[config.mk]
export PLATFORM = sky130hd
export DESIGN_NAME = trackball_input_qualifier
export DESIGN_NICKNAME = d
export VERILOG_FILES = /design/src/hdl/tiq_pkg.sv /design/src/hdl/trackball_input_qualifier.sv /design/src/hdl/tiq_cfg_regs.sv /design/src/hdl/tiq_core.sv
export SDC_FILE = /design/constraint.sdc
export NUM_CORES = 1
export LEC_CHECK = 0
export BUFFER_PORTS_ARGS = -buffer_cell sky130_fd_sc_hd__buf_2
export CELL_PAD_IN_SITES_DETAIL_PLACEMENT = 0
export CELL_PAD_IN_SITES_GLOBAL_PLACEMENT = 1
export CORE_ASPECT_RATIO = 1.25
export CORE_MARGIN = 3
export CORE_UTILIZATION = 52
export CTS_CLUSTER_SIZE = 14
export DETAILED_ROUTE_END_ITERATION = 8
export HOLD_SLACK_MARGIN = 0.03
export PLACE_DENSITY = 0.93
export SLEW_MARGIN = 20
export SYNTH_ARGS = -nofsm -noshare
export SYNTH_HDL_FRONTEND = slang
export SYNTH_SLANG_ARGS = --single-unit
export TNS_END_PERCENT = 100
[constraint.sdc]
create_clock -name clk -period 18.5 [get_ports clk]
set_input_delay 0.925 -clock clk [delete_from_list [all_inputs] [get_ports clk]]
set_output_delay 0.925 -clock clk [all_outputs]
set_load 0.02 [all_outputs]
[src/hdl/tiq_pkg.sv]
// ----------------------------------------------------------------------------
// tiq_pkg
// Shared types and codes for the trackball input qualifier.
// ----------------------------------------------------------------------------
package tiq_pkg;

  localparam int CfgAddrW = 3;
  localparam int CfgDataW = 16;

  // register indexes
  localparam logic [CfgAddrW-1:0] CFG_COUNT_THRESHOLD   = 3'd0;
  localparam logic [CfgAddrW-1:0] CFG_LONG_PRESS_MS     = 3'd1;
  localparam logic [CfgAddrW-1:0] CFG_LONG_REPEAT_MS    = 3'd2;
  localparam logic [CfgAddrW-1:0] CFG_DEBOUNCE_MS       = 3'd3;
  localparam logic [CfgAddrW-1:0] CFG_IDLE_CLEAR_MS     = 3'd4;
  localparam logic [CfgAddrW-1:0] CFG_HOLD_REPEAT_POLLS = 3'd5;

  // register reset values
  localparam logic [7:0]  RST_COUNT_THRESHOLD   = 8'd0;
  localparam logic [15:0] RST_LONG_PRESS_MS     = 16'd500;
  localparam logic [15:0] RST_LONG_REPEAT_MS    = 16'd500;
  localparam logic [7:0]  RST_DEBOUNCE_MS       = 8'd10;
  localparam logic [15:0] RST_IDLE_CLEAR_MS     = 16'd1000;
  localparam logic [7:0]  RST_HOLD_REPEAT_POLLS = 8'd3;

  // item commands
  localparam logic CMD_EDGE = 1'b0;
  localparam logic CMD_POLL = 1'b1;

  // lines
  localparam logic [2:0] LINE_PRESS = 3'd0;
  localparam logic [2:0] LINE_LAST  = 3'd4;

  // pending actions and event codes
  localparam logic [2:0] ACT_NONE         = 3'd0;
  localparam logic [2:0] ACT_UP           = 3'd1;
  localparam logic [2:0] ACT_DOWN         = 3'd2;
  localparam logic [2:0] ACT_LEFT         = 3'd3;
  localparam logic [2:0] ACT_RIGHT        = 3'd4;
  localparam logic [2:0] ACT_PRESSED      = 3'd5;
  localparam logic [2:0] ACT_PRESSED_LONG = 3'd6;
  localparam logic [2:0] EV_SHORT         = 3'd5;
  localparam logic [2:0] EV_LONG          = 3'd6;

  localparam logic [7:0] CNT_MAX = 8'hFF;
  localparam int         NUM_DIRS = 4;

  typedef struct packed {
    logic [7:0]  count_threshold;
    logic [15:0] long_press_ms;
    logic [15:0] long_repeat_ms;
    logic [7:0]  debounce_ms;
    logic [15:0] idle_clear_ms;
    logic [7:0]  hold_repeat_polls;
  } cfg_t;

  typedef struct packed {
    logic        cmd;
    logic [2:0]  edge_line;
    logic [31:0] now_ms;
    logic [4:0]  pin_levels;
  } item_t;

endpackage

[src/hdl/trackball_input_qualifier.sv]
// ----------------------------------------------------------------------------
// trackball_input_qualifier
// Debounce, long press with auto-repeat and direction hold-repeat for a
// five-line trackball; edge and poll words in, event codes out.
// ----------------------------------------------------------------------------
// The block takes one edge or poll word per clock cycle while the result
// register is free or being drained. A word is captured in the input
// register, processed combinationally against the qualifier state, and a poll
// that yields an event loads it into the result register, which drives
// out_valid. While a result waits unread, the input register takes one more
// word and then holds it until the result is drained. Configuration writes
// take effect at once and are expected only while no word is in flight.
module trackball_input_qualifier (
  input  logic                          clk,
  input  logic                          rst_n,
  input  logic                          in_valid,
  output logic                          in_ready,
  input  logic                          in_cmd,
  input  logic [2:0]                    in_edge_line,
  input  logic [31:0]                   in_now_ms,
  input  logic [4:0]                    in_pin_levels,
  output logic                          out_valid,
  input  logic                          out_ready,
  output logic [2:0]                    out_event_code,
  input  logic                          cfg_valid,
  output logic                          cfg_ready,
  input  logic [tiq_pkg::CfgAddrW-1:0]  cfg_addr,
  input  logic [tiq_pkg::CfgDataW-1:0]  cfg_data
);
  import tiq_pkg::*;

  cfg_t       cfg;
  item_t      s1_item_r;
  logic       s1_valid_r;
  logic       out_valid_r;
  logic [2:0] out_code_r;
  logic [2:0] ev_code;
  logic       advance;

  assign cfg_ready = 1'b1;

  tiq_cfg_regs u_cfg (
    .clk     (clk),
    .rst_n   (rst_n),
    .wr_en   (cfg_valid & cfg_ready),
    .wr_addr (cfg_addr),
    .wr_data (cfg_data),
    .cfg     (cfg)
  );

  // advance the captured word when the result slot is free or being drained
  assign advance  = s1_valid_r && (!out_valid_r || out_ready);
  assign in_ready = !s1_valid_r || advance;

  always_ff @(posedge clk) begin
    if (!rst_n) begin
      s1_valid_r <= 1'b0;
    end else if (in_ready) begin
      s1_valid_r <= in_valid;
    end
  end

  always_ff @(posedge clk) begin
    if (in_valid && in_ready) begin
      s1_item_r.cmd        <= in_cmd;
      s1_item_r.edge_line  <= in_edge_line;
      s1_item_r.now_ms     <= in_now_ms;
      s1_item_r.pin_levels <= in_pin_levels;
    end
  end

  tiq_core u_core (
    .clk     (clk),
    .rst_n   (rst_n),
    .cfg     (cfg),
    .step    (advance),
    .item    (s1_item_r),
    .ev_code (ev_code)
  );

  always_ff @(posedge clk) begin
    if (!rst_n) begin
      out_valid_r <= 1'b0;
    end else if (advance) begin
      out_valid_r <= ev_code != ACT_NONE;
    end else if (out_ready) begin
      out_valid_r <= 1'b0;
    end
  end

  always_ff @(posedge clk) begin
    if (advance && ev_code != ACT_NONE) out_code_r <= ev_code;
  end

  assign out_valid      = out_valid_r;
  assign out_event_code = out_code_r;

endmodule

[src/hdl/tiq_cfg_regs.sv]
// ----------------------------------------------------------------------------
// tiq_cfg_regs
// Configuration register bank, written one word per handshake.
// ----------------------------------------------------------------------------
module tiq_cfg_regs (
  input  logic                          clk,
  input  logic                          rst_n,
  input  logic                          wr_en,
  input  logic [tiq_pkg::CfgAddrW-1:0]  wr_addr,
  input  logic [tiq_pkg::CfgDataW-1:0]  wr_data,
  output tiq_pkg::cfg_t                 cfg
);
  import tiq_pkg::*;

  cfg_t cfg_r;

  always_ff @(posedge clk) begin
    if (!rst_n) begin
      cfg_r.count_threshold   <= RST_COUNT_THRESHOLD;
      cfg_r.long_press_ms     <= RST_LONG_PRESS_MS;
      cfg_r.long_repeat_ms    <= RST_LONG_REPEAT_MS;
      cfg_r.debounce_ms       <= RST_DEBOUNCE_MS;
      cfg_r.idle_clear_ms     <= RST_IDLE_CLEAR_MS;
      cfg_r.hold_repeat_polls <= RST_HOLD_REPEAT_POLLS;
    end else if (wr_en) begin
      unique case (wr_addr)
        CFG_COUNT_THRESHOLD:   cfg_r.count_threshold   <= wr_data[7:0];
        CFG_LONG_PRESS_MS:     cfg_r.long_press_ms     <= wr_data;
        CFG_LONG_REPEAT_MS:    cfg_r.long_repeat_ms    <= wr_data;
        CFG_DEBOUNCE_MS:       cfg_r.debounce_ms       <= wr_data[7:0];
        CFG_IDLE_CLEAR_MS:     cfg_r.idle_clear_ms     <= wr_data;
        CFG_HOLD_REPEAT_POLLS: cfg_r.hold_repeat_polls <= wr_data[7:0];
        default: ;  // unmapped index: drop
      endcase
    end
  end

  assign cfg = cfg_r;

endmodule

[src/hdl/tiq_core.sv]
// ----------------------------------------------------------------------------
// tiq_core
// Qualifier state and its update for one edge or poll word.
// ----------------------------------------------------------------------------
module tiq_core (
  input  logic           clk,
  input  logic           rst_n,
  input  tiq_pkg::cfg_t  cfg,
  input  logic           step,
  input  tiq_pkg::item_t item,
  output logic [2:0]     ev_code
);
  import tiq_pkg::*;

  logic [2:0]  pend_r, pend_nxt;
  logic [31:0] last_edge_r, last_edge_nxt;
  logic        seen_r, seen_nxt;
  logic [7:0]  dcnt_r [NUM_DIRS];
  logic [7:0]  dcnt_nxt [NUM_DIRS];
  logic        press_r, press_nxt;
  logic [31:0] press_start_r, press_start_nxt;
  logic [31:0] last_long_r, last_long_nxt;
  logic        long_sent_r, long_sent_nxt;
  logic        hold_r, hold_nxt;
  logic [31:0] hold_start_r, hold_start_nxt;
  logic [7:0]  hold_cnt_r, hold_cnt_nxt;
  logic [2:0]  ev;

  logic        thr_on;
  logic [31:0] edge_diff, press_dur, hold_dur, long_diff;
  logic        bounce_hit;
  logic [7:0]  hold_inc;
  logic [2:0]  held_dir;
  logic [1:0]  edge_idx;

  assign thr_on     = cfg.count_threshold != 8'd0;
  assign edge_diff  = item.now_ms - last_edge_r;
  assign press_dur  = item.now_ms - press_start_r;
  assign hold_dur   = item.now_ms - hold_start_r;
  assign long_diff  = item.now_ms - last_long_r;
  assign bounce_hit = seen_r && (edge_diff < {24'd0, cfg.debounce_ms});
  assign hold_inc   = (hold_cnt_r != CNT_MAX) ? hold_cnt_r + 8'd1 : hold_cnt_r;
  assign edge_idx   = 2'(item.edge_line - 3'd1);

  // up wins over down, down over left, left over right
  always_comb begin
    priority if (!item.pin_levels[1]) held_dir = ACT_UP;
    else if (!item.pin_levels[2])     held_dir = ACT_DOWN;
    else if (!item.pin_levels[3])     held_dir = ACT_LEFT;
    else if (!item.pin_levels[4])     held_dir = ACT_RIGHT;
    else                              held_dir = ACT_NONE;
  end

  always_comb begin
    pend_nxt        = pend_r;
    last_edge_nxt   = last_edge_r;
    seen_nxt        = seen_r;
    dcnt_nxt        = dcnt_r;
    press_nxt       = press_r;
    press_start_nxt = press_start_r;
    last_long_nxt   = last_long_r;
    long_sent_nxt   = long_sent_r;
    hold_nxt        = hold_r;
    hold_start_nxt  = hold_start_r;
    hold_cnt_nxt    = hold_cnt_r;
    ev              = ACT_NONE;

    if (item.cmd == CMD_EDGE) begin
      if (item.edge_line <= LINE_LAST) begin
        if (item.edge_line == LINE_PRESS) begin
          if (!bounce_hit) pend_nxt = ACT_PRESSED;
        end else begin
          if (thr_on || !bounce_hit) pend_nxt = item.edge_line;
          if (thr_on && dcnt_r[edge_idx] != CNT_MAX)
            dcnt_nxt[edge_idx] = dcnt_r[edge_idx] + 8'd1;
        end
        last_edge_nxt = item.now_ms;
        seen_nxt      = 1'b1;
      end
    end else begin
      // idle clear of the direction counters
      if (thr_on && seen_r && edge_diff >= {16'd0, cfg.idle_clear_ms}) begin
        for (int i = 0; i < NUM_DIRS; i++) dcnt_nxt[i] = 8'd0;
        seen_nxt = 1'b0;
      end

      if (press_r) begin
        if (item.pin_levels[0]) begin
          if (press_dur < {16'd0, cfg.long_press_ms}) ev = EV_SHORT;
          press_nxt       = 1'b0;
          press_start_nxt = 32'd0;
          last_long_nxt   = 32'd0;
          long_sent_nxt   = 1'b0;
          pend_nxt        = ACT_NONE;
        end else if (press_dur >= {16'd0, cfg.long_press_ms}) begin
          if (!long_sent_r || long_diff >= {16'd0, cfg.long_repeat_ms}) begin
            ev            = EV_LONG;
            last_long_nxt = item.now_ms;
            long_sent_nxt = 1'b1;
          end
          pend_nxt = ACT_PRESSED_LONG;
        end
      end

      if (hold_r) begin
        hold_cnt_nxt = hold_inc;
        if (held_dir == ACT_NONE) begin
          hold_nxt       = 1'b0;
          hold_start_nxt = 32'd0;
          hold_cnt_nxt   = 8'd0;
          pend_nxt       = ACT_NONE;
        end else if (hold_dur >= {16'd0, cfg.long_press_ms} &&
                     hold_inc >= cfg.hold_repeat_polls) begin
          ev           = held_dir;
          hold_cnt_nxt = 8'd0;
        end
      end

      if (thr_on) begin
        if (pend_nxt == ACT_PRESSED && !press_nxt) begin
          press_nxt       = 1'b1;
          press_start_nxt = item.now_ms;
        end else begin
          // walk down so the lowest direction wins
          for (int i = NUM_DIRS - 1; i >= 0; i--)
            if (dcnt_nxt[i] >= cfg.count_threshold) ev = 3'(i + 1);
        end
      end else begin
        if (pend_nxt == ACT_PRESSED && !item.pin_levels[0] && !press_nxt) begin
          press_nxt       = 1'b1;
          press_start_nxt = item.now_ms;
        end else if (pend_nxt >= ACT_UP && pend_nxt <= ACT_RIGHT &&
                     !item.pin_levels[pend_nxt] && !hold_nxt) begin
          hold_nxt       = 1'b1;
          hold_start_nxt = item.now_ms;
          ev             = pend_nxt;
        end
      end

      if (ev != ACT_NONE && thr_on)
        for (int i = 0; i < NUM_DIRS; i++) dcnt_nxt[i] = 8'd0;

      if (!press_nxt) pend_nxt = ACT_NONE;
    end
  end

  always_ff @(posedge clk) begin
    if (!rst_n) begin
      pend_r        <= ACT_NONE;
      last_edge_r   <= 32'd0;
      seen_r        <= 1'b0;
      for (int i = 0; i < NUM_DIRS; i++) dcnt_r[i] <= 8'd0;
      press_r       <= 1'b0;
      press_start_r <= 32'd0;
      last_long_r   <= 32'd0;
      long_sent_r   <= 1'b0;
      hold_r        <= 1'b0;
      hold_start_r  <= 32'd0;
      hold_cnt_r    <= 8'd0;
    end else if (step) begin
      pend_r        <= pend_nxt;
      last_edge_r   <= last_edge_nxt;
      seen_r        <= seen_nxt;
      dcnt_r        <= dcnt_nxt;
      press_r       <= press_nxt;
      press_start_r <= press_start_nxt;
      last_long_r   <= last_long_nxt;
      long_sent_r   <= long_sent_nxt;
      hold_r        <= hold_nxt;
      hold_start_r  <= hold_start_nxt;
      hold_cnt_r    <= hold_cnt_nxt;
    end
  end

  assign ev_code = ev;

`ifndef SYNTHESIS
  a_hold_cnt_idle: assert property (@(posedge clk) disable iff (!rst_n)
    !hold_r |-> hold_cnt_r == 8'd0)
    else $error("hold poll count nonzero without an active hold");

  a_long_needs_press: assert property (@(posedge clk) disable iff (!rst_n)
    !press_r |-> !long_sent_r)
    else $error("long press marked sent without an active press");

  a_long_pend_needs_press: assert property (@(posedge clk) disable iff (!rst_n)
    !press_r |-> pend_r != ACT_PRESSED_LONG)
    else $error("long press pending without an active press");

  a_edge_silent: assert property (@(posedge clk) disable iff (!rst_n)
    item.cmd == CMD_EDGE |-> ev_code == ACT_NONE)
    else $error("edge word produced an event");
`endif

endmodule
Word level (Yosys, flattened, before mapping)
Cells that the tools add are included.
Widths: inputs -> output; s select.

storage, ports and cells
  register bits after elaboration = 293
  bits in latches = 0
  memory bits (writable) = 0
  ROM bits = 0
  word-level logic and storage cells = 203
  memories kept = 0

operators by class
  $add $sub $neg = 7
  multipliers = 0
  divide/modulo/power cells = 0
  magnitude comparators = 17
  eq/ne operators = 11
  shift-type cells = 0
  muxes and demuxes = 86
  bitwise operators = 2
  reduce and logical (&&, ||, !) cells = 53

operators with widths
  operator             count
  $mux 32              20
  $ge 32x16->1         4
  $sub 32x32->32       4
  $mux 3               34
  $mux 8               6
  $ge 8x8->1           5
  $bwmux 32            1
  $lt 32x16->1         1
  $lt 32x8->1          1
  $mux 1               22
  $add 8x1->8 const B  2
  $bmux 8 s2           1
  $demux 8 s2          1
  $logic_and 1x1->1    16
  $ne 8x8->1 const B   2
  $reduce_and 2->1     7
  $reduce_bool 2->1    5
  $eq 3x3->1 const B   3
  $logic_not 3->1      3
  $reduce_and 3->1     3
  $reduce_bool 3->1    3
  $logic_not 1->1      8
  $reduce_and 4->1     2
  $reduce_bool 8->1    1
  16 further kinds     21

Longest topological paths before layout
  depth after elaboration = 21
  gate-level depth with buffers = 32

Hierarchy
From an unflattened synthesis, not the netlist that was laid out.

second synthesis, totals
  cell total of the unflattened synthesis = 2,692
  area total of the unflattened synthesis = 22,218.8 um2

by module, submodules not included
  module                     times used  cells each  area each (um2)
  tiq_core                   1           2,367       17,992.3
  tiq_cfg_regs               1           267         2,777.7
  trackball_input_qualifier  1           58          1,448.9

Worst setup path before layout
Ideal clock, no wire load.

  path kind = reg-to-reg
  start = register s1_item_r[6] in the netlist's numbering
  end = register u_core.dcnt_r[18] in the netlist's numbering
  arrival time = 6,988 ps
  required time = 18,441 ps
  setup slack = 11,453 ps
  cell stages (with the launch flop) = 32
  buffers on the path = 1
  clock period less this slack = 7,047 ps
  cells stage by stage = edfxtp_1 > inv_1 > fa_1 > nor2b_1 > o21ai_0 > a21boi_0 > nor2_1 > a21oi_1 > a31oi_1 > xnor2_1 > ha_1 > a21o_1 > a211o_1 > a221oi_1 > o21ai_0 > o311ai_1 > clkbuf_1 > nand2_1 > ha_1 > nand2b_1 > a21o_1 > a21o_1 > a21oi_1 > o21ai_0 > o21ai_0 > a21oi_1 > a211oi_1 > a31o_2 > a21oi_1 > or4_4 > a221oi_4 > a2bb2o_1

between the ends
  word-level cells in the longest chain between the ends = 21
  elaborated cells between the ends (all ways) = 57
  classes of those cells = add/sub (4); order compare (11); eq/ne (1); mux (29); reduce/logical (12)

ends and longest elaborated chain
  item                                               RTL line                          text
  start: declaration                                 trackball_input_qualifier.sv:33   item_t s1_item_r;
  $sub 32x32->32, on equally long branches           tiq_core.sv:38, tiq_core.sv:40
  $ge 32x16->1, on equally long branches             tiq_core.sv:95, tiq_core.sv:96
  $mux 3 / $logic_or 1x1->1 (equally long branches)  tiq_core.sv:95, tiq_core.sv:96
  $mux 3, on equally long branches                   tiq_core.sv:88, tiq_core.sv:96
  $mux 3, on equally long branches                   tiq_core.sv:87, tiq_core.sv:95
  $mux 3, on equally long branches                   tiq_core.sv:107, tiq_core.sv:88
  $mux 3, on equally long branches                   tiq_core.sv:105, tiq_core.sv:87
  $mux 3, on equally long branches                   tiq_core.sv:68, tiq_core.sv:112
  [5 not listed]                                     n/a
  $mux 3, on equally long branches                   tiq_core.sv:132, tiq_core.sv:126
  $mux 3, on equally long branches                   tiq_core.sv:129, tiq_core.sv:120
  $mux 3                                             tiq_core.sv:119                   if (thr_on) begin
  $mux 3                                             tiq_core.sv:68                    if (item.cmd == CMD_EDGE) begin
  $reduce_bool 3->1                                  tiq_core.sv:140                   if (ev != ACT_NONE && thr_on)
  $logic_and 1x1->1                                  tiq_core.sv:140
  $mux 32 (*)                                        tiq_core.sv:140
  $mux 32 (*)                                        tiq_core.sv:68
  end signal: assignment                             tiq_core.sv:164                   dcnt_r <= dcnt_nxt;
  end: declaration                                   tiq_core.sv:18                    logic [7:0] dcnt_r [NUM_DIRS];

Every way passes the cells marked *; elsewhere a longest branch is shown, timed or not. The select of a mux whose other input is x is not followed.
A chain may end at the register's enable or synchronous reset.

Worst setup path after layout
Same ends and word-level chain as after synthesis.

==> impl_metrics.env <==
export IMPL_ir_drop_mv=0.0788
export IMPL_final_setup_tns_ns=0
export IMPL_internal_power_uw=1210
export IMPL_synth_edf_count=44
export IMPL_clockBufferDepth=3
export IMPL_slowest_delay_ns=0.67
export IMPL_slew_viol_final=0
export IMPL_endpoint_kind="flip-flop"
export IMPL_ant_nets=0
export IMPL_worstHoldPathType="reg -> reg"
export IMPL_grt_remaining_overflow=0
export IMPL_io_buffer_count=69
export IMPL_cts_tree="yes"
export IMPL_p_per_area_nw_per_um2=72.8
export IMPL_drc=0
export IMPL_die_area_um2=43800
export IMPL_ys_warn_count=0
export IMPL_synth_area_top_cells="dfxtp_1 (23%), ha_1 (14%), a21oi_1 (6.4%)"
export IMPL_cap_violations=0
export IMPL_async_flop_share_pct=0
export IMPL_antenna_found_initial=0
export IMPL_critical_path_class="reg -> reg"
export IMPL_period_needed_ns=7.96
export IMPL_regArea_um2=6310
export IMPL_path_clk_slew_ns=0.06
export IMPL_layoutNonFillerInstCount=3277
export IMPL_combPwrFrac_pct=18.6
export IMPL_synthDominantCellAreaShare_pct=23.2
export IMPL_dp_hpwl_um=50800
export IMPL_yosys_top_cells_count="nand2_1 (336), a21oi_1 (275), dfxtp_1 (249), ha_1 (241), inv_1 (238)"
export IMPL_finalHoldViolCount=0
export IMPL_seqPwrFrac_pct=39.6
export IMPL_start_util_pct=53.1
export IMPL_clock_power_share_pct=41.8
export IMPL_yosys_area_top_type="dfxtp_1"
export IMPL_numCtsBuffers=35
export IMPL_drive_above_1_share_pct=7.43
export IMPL_worst_pin_slew_ns=1.23
export IMPL_clk_latency_ns=0.54
export IMPL_drtIter0Drc=1364
export IMPL_rsz0062_at_grt="false"
export IMPL_fmax_mhz=126
export IMPL_die_h_um=233
export IMPL_antenna_cells=0
export IMPL_outcome="completed"
export IMPL_synth_main_ff_cell="dfxtp_1"
export IMPL_grt_max_degree=82
export IMPL_dp_cells=3213
export IMPL_slew_headroom_pct=15.6
export IMPL_num_fill_cells=3785
export IMPL_hp_start="u_core.last_edge_r[24]"
export IMPL_post_cts_setup_buffer_count=0
export IMPL_fin_skew_ns=0.0183
export IMPL_rows=82
export IMPL_track_usage_pct=29.4
export IMPL_worstSetupStartpointType="flip-flop"
export IMPL_r2r_start="s1_item_r[6]"
export IMPL_avgViaCountPerCell=6.10
export IMPL_startpoint="s1_item_r[6]"
export IMPL_h_tree_depth=2
export IMPL_totalWireLength_um=66000
export IMPL_p_leak_uw=0.00895
export IMPL_dr_pass1_iters=6
export IMPL_crit_fanout=37
export IMPL_ys_ff_latch=293
export IMPL_nNetsFinal=3014
export IMPL_syn_area_per_cell_um2=8.00
export IMPL_wire_per_inst_um=20.1
export IMPL_synthDistinctLibCells=90
export IMPL_die_w_um=188
export IMPL_synth_nets=2995
export IMPL_cp_arrival_ns=8.43
export IMPL_cts_root_buf="clkbuf_16"
export IMPL_syn2layout_area_growth_pct=9.37
export IMPL_pre_cts_slack_ns=10.64
export IMPL_layout_setup_ws_ns=10.54
export IMPL_p_sw_share_pct=29.5
export IMPL_multi_input_area_um2=13900
export IMPL_grt_pass1_vias=19306
export IMPL_clock_sinks=293
export IMPL_power_switching_uw=504
export IMPL_synthCells=2685
export IMPL_coreArea_um2=40400
export IMPL_num_io_pins=71
export IMPL_setup_viol=0
export IMPL_synth_seq_area_share_pct=29.4
export IMPL_gp_congestion=0.955
export IMPL_cts_resized=0
export IMPL_required_ns=18.98
export IMPL_fin_crit_sh_pct=43.0
export IMPL_ctsHoldBuffers=0
export IMPL_slowest_stage="edfxtp_1"
export IMPL_vias=19980
export IMPL_grt_pass1_wl_um=103000
export IMPL_syn_area_um2=21500
export IMPL_synth_most_common_cell="nand2_1"
## power groups by stage
stage	registers [uW]	clock network [uW]	logic, uW
floorplan	685	0	224
global placement	690	0	306
detailed placement	691	0	312
CTS	677	729	314
global route	679	753	351
finish	677	714	318
## cell usage in the layout (no fill, tap or decap), types with 10 or more instances in the layout
cell type,netlist,final
nand2_1,336,336
a21oi_1,275,274
dfxtp_1,249,249
ha_1,241,241
inv_1,238,237
nor2_1,189,189
o21ai_0,101,101
buf_2,1,69
a22oi_1,67,67
xnor2_1,60,60
nand3_1,47,46
and2_1,47,46
nand4_1,44,44
a21o_1,44,44
o211ai_1,44,44
edfxtp_1,44,44
xor2_1,41,41
nor3_1,44,41
a22o_1,39,39
clkbuf_16,0,39
o21a_1,36,36
nand2b_1,33,33
a211oi_1,27,27
nor2b_1,24,24
buf_4,4,22
a2bb2o_1,21,21
nor4_1,20,19
a31oi_1,19,19
o21ai_1,14,13
a21boi_0,13,13
o21bai_1,13,13
and3_1,13,13
or3_1,12,12
a2111oi_0,11,11
o2bb2ai_1,11,11
o31ai_1,10,10
## through the flow
stage               hold WS [ns]  utilization, %  power (uW)  cell area [um^2]
floorplan                  0.434               -         908             21500
global placement           0.442            55.1         997             22300
detailed placement         0.446            55.1        1000             22300
CTS                        0.455            58.1        1720             23500
global route               0.471            58.1        1780             23500
finish                     0.452            58.1        1710             23500
## final timing paths
path | endpoint | slack (ns) | depth (start not counted)
max | u_core.dcnt_r[18] | 10.54 | 31
min | u_core.last_edge_r[24] | 0.45 | 2
max reg2reg | u_core.dcnt_r[18] | 10.54 | 31
min reg2reg | u_core.last_edge_r[24] | 0.45 | 2
## layer usage
| metal | GRT usage, % | share of wire (%) | routed length, um | up-vias |
|---|---|---|---|---|
| li1 | - | - | - | 9712 |
| met1 | 34.6 | 40 | 26300 | 9450 |
| met2 | 54.1 | 50 | 33100 | 644 |
| met3 | 2.93 | 5.1 | 3350 | 174 |
| met4 | 13.3 | 4.9 | 3260 | 0 |
| met5 | 0 | 0 | 0 | - |
## flip-flops by register name, summed over array words and instances, names as in the netlist
register / count
u_core.seen_r: 1
out_event_code: 3
s1_item_r: 41
u_core.last_edge_r: 32
u_core.last_long_r: 32
u_core.dcnt_r: 32
u_cfg.cfg: 72
u_core.pend_r: 3
u_core.hold_cnt_r: 8
s1_valid_r: 1
u_core.press_start_r: 32
u_core.press_r: 1
u_core.hold_r: 1
u_core.long_sent_r: 1
u_core.hold_start_r: 32
out_valid: 1
## worst max-delay path: cells and delay by family, from the launching register on
| kind | cells | cell delay (ns) |
|---|---|---|
| compound gates | 20 | 4.36 |
| simple gates | 5 | 1.10 |
| fa+ha+maj | 3 | 1.02 |
| xor+xnor | 1 | 0.23 |
| flops | 1 | 0.67 |
| buf+inv | 2 | 0.47 |
## cell families (layout without fill, tap and decap cells)
| logic type | count (synthesis) | in the layout | share of synthesized area, % |
|---|---|---|---|
| xor+xnor | 101 | 101 | 4.12 |
| fa+ha+maj | 245 | 245 | 14.4 |
| flops | 293 | 293 | 29.4 |
| buf+inv | 347 | 393 | 6.17 |
| mux | 19 | 19 | 1.37 |
| other cells | 1 | 1 | 0.0175 |
| simple gates | 848 | 848 | 18.5 |
| compound gates | 831 | 831 | 26.1 |
## layout make-up
| class | instances | share of cell area, % |
|---|---|---|
| multi-input combinational | 2045 | 59.2 |
| timing repair buffer | 91 | 2.17 |
| inverter | 238 | 3.81 |
| tap | 546 | 2.91 |
| sequential | 293 | 26.8 |
| clock inverter | 17 | 0.692 |
| clock buffer | 47 | 4.41 |
No activity file was read; power rests on OpenSTA's default activity.
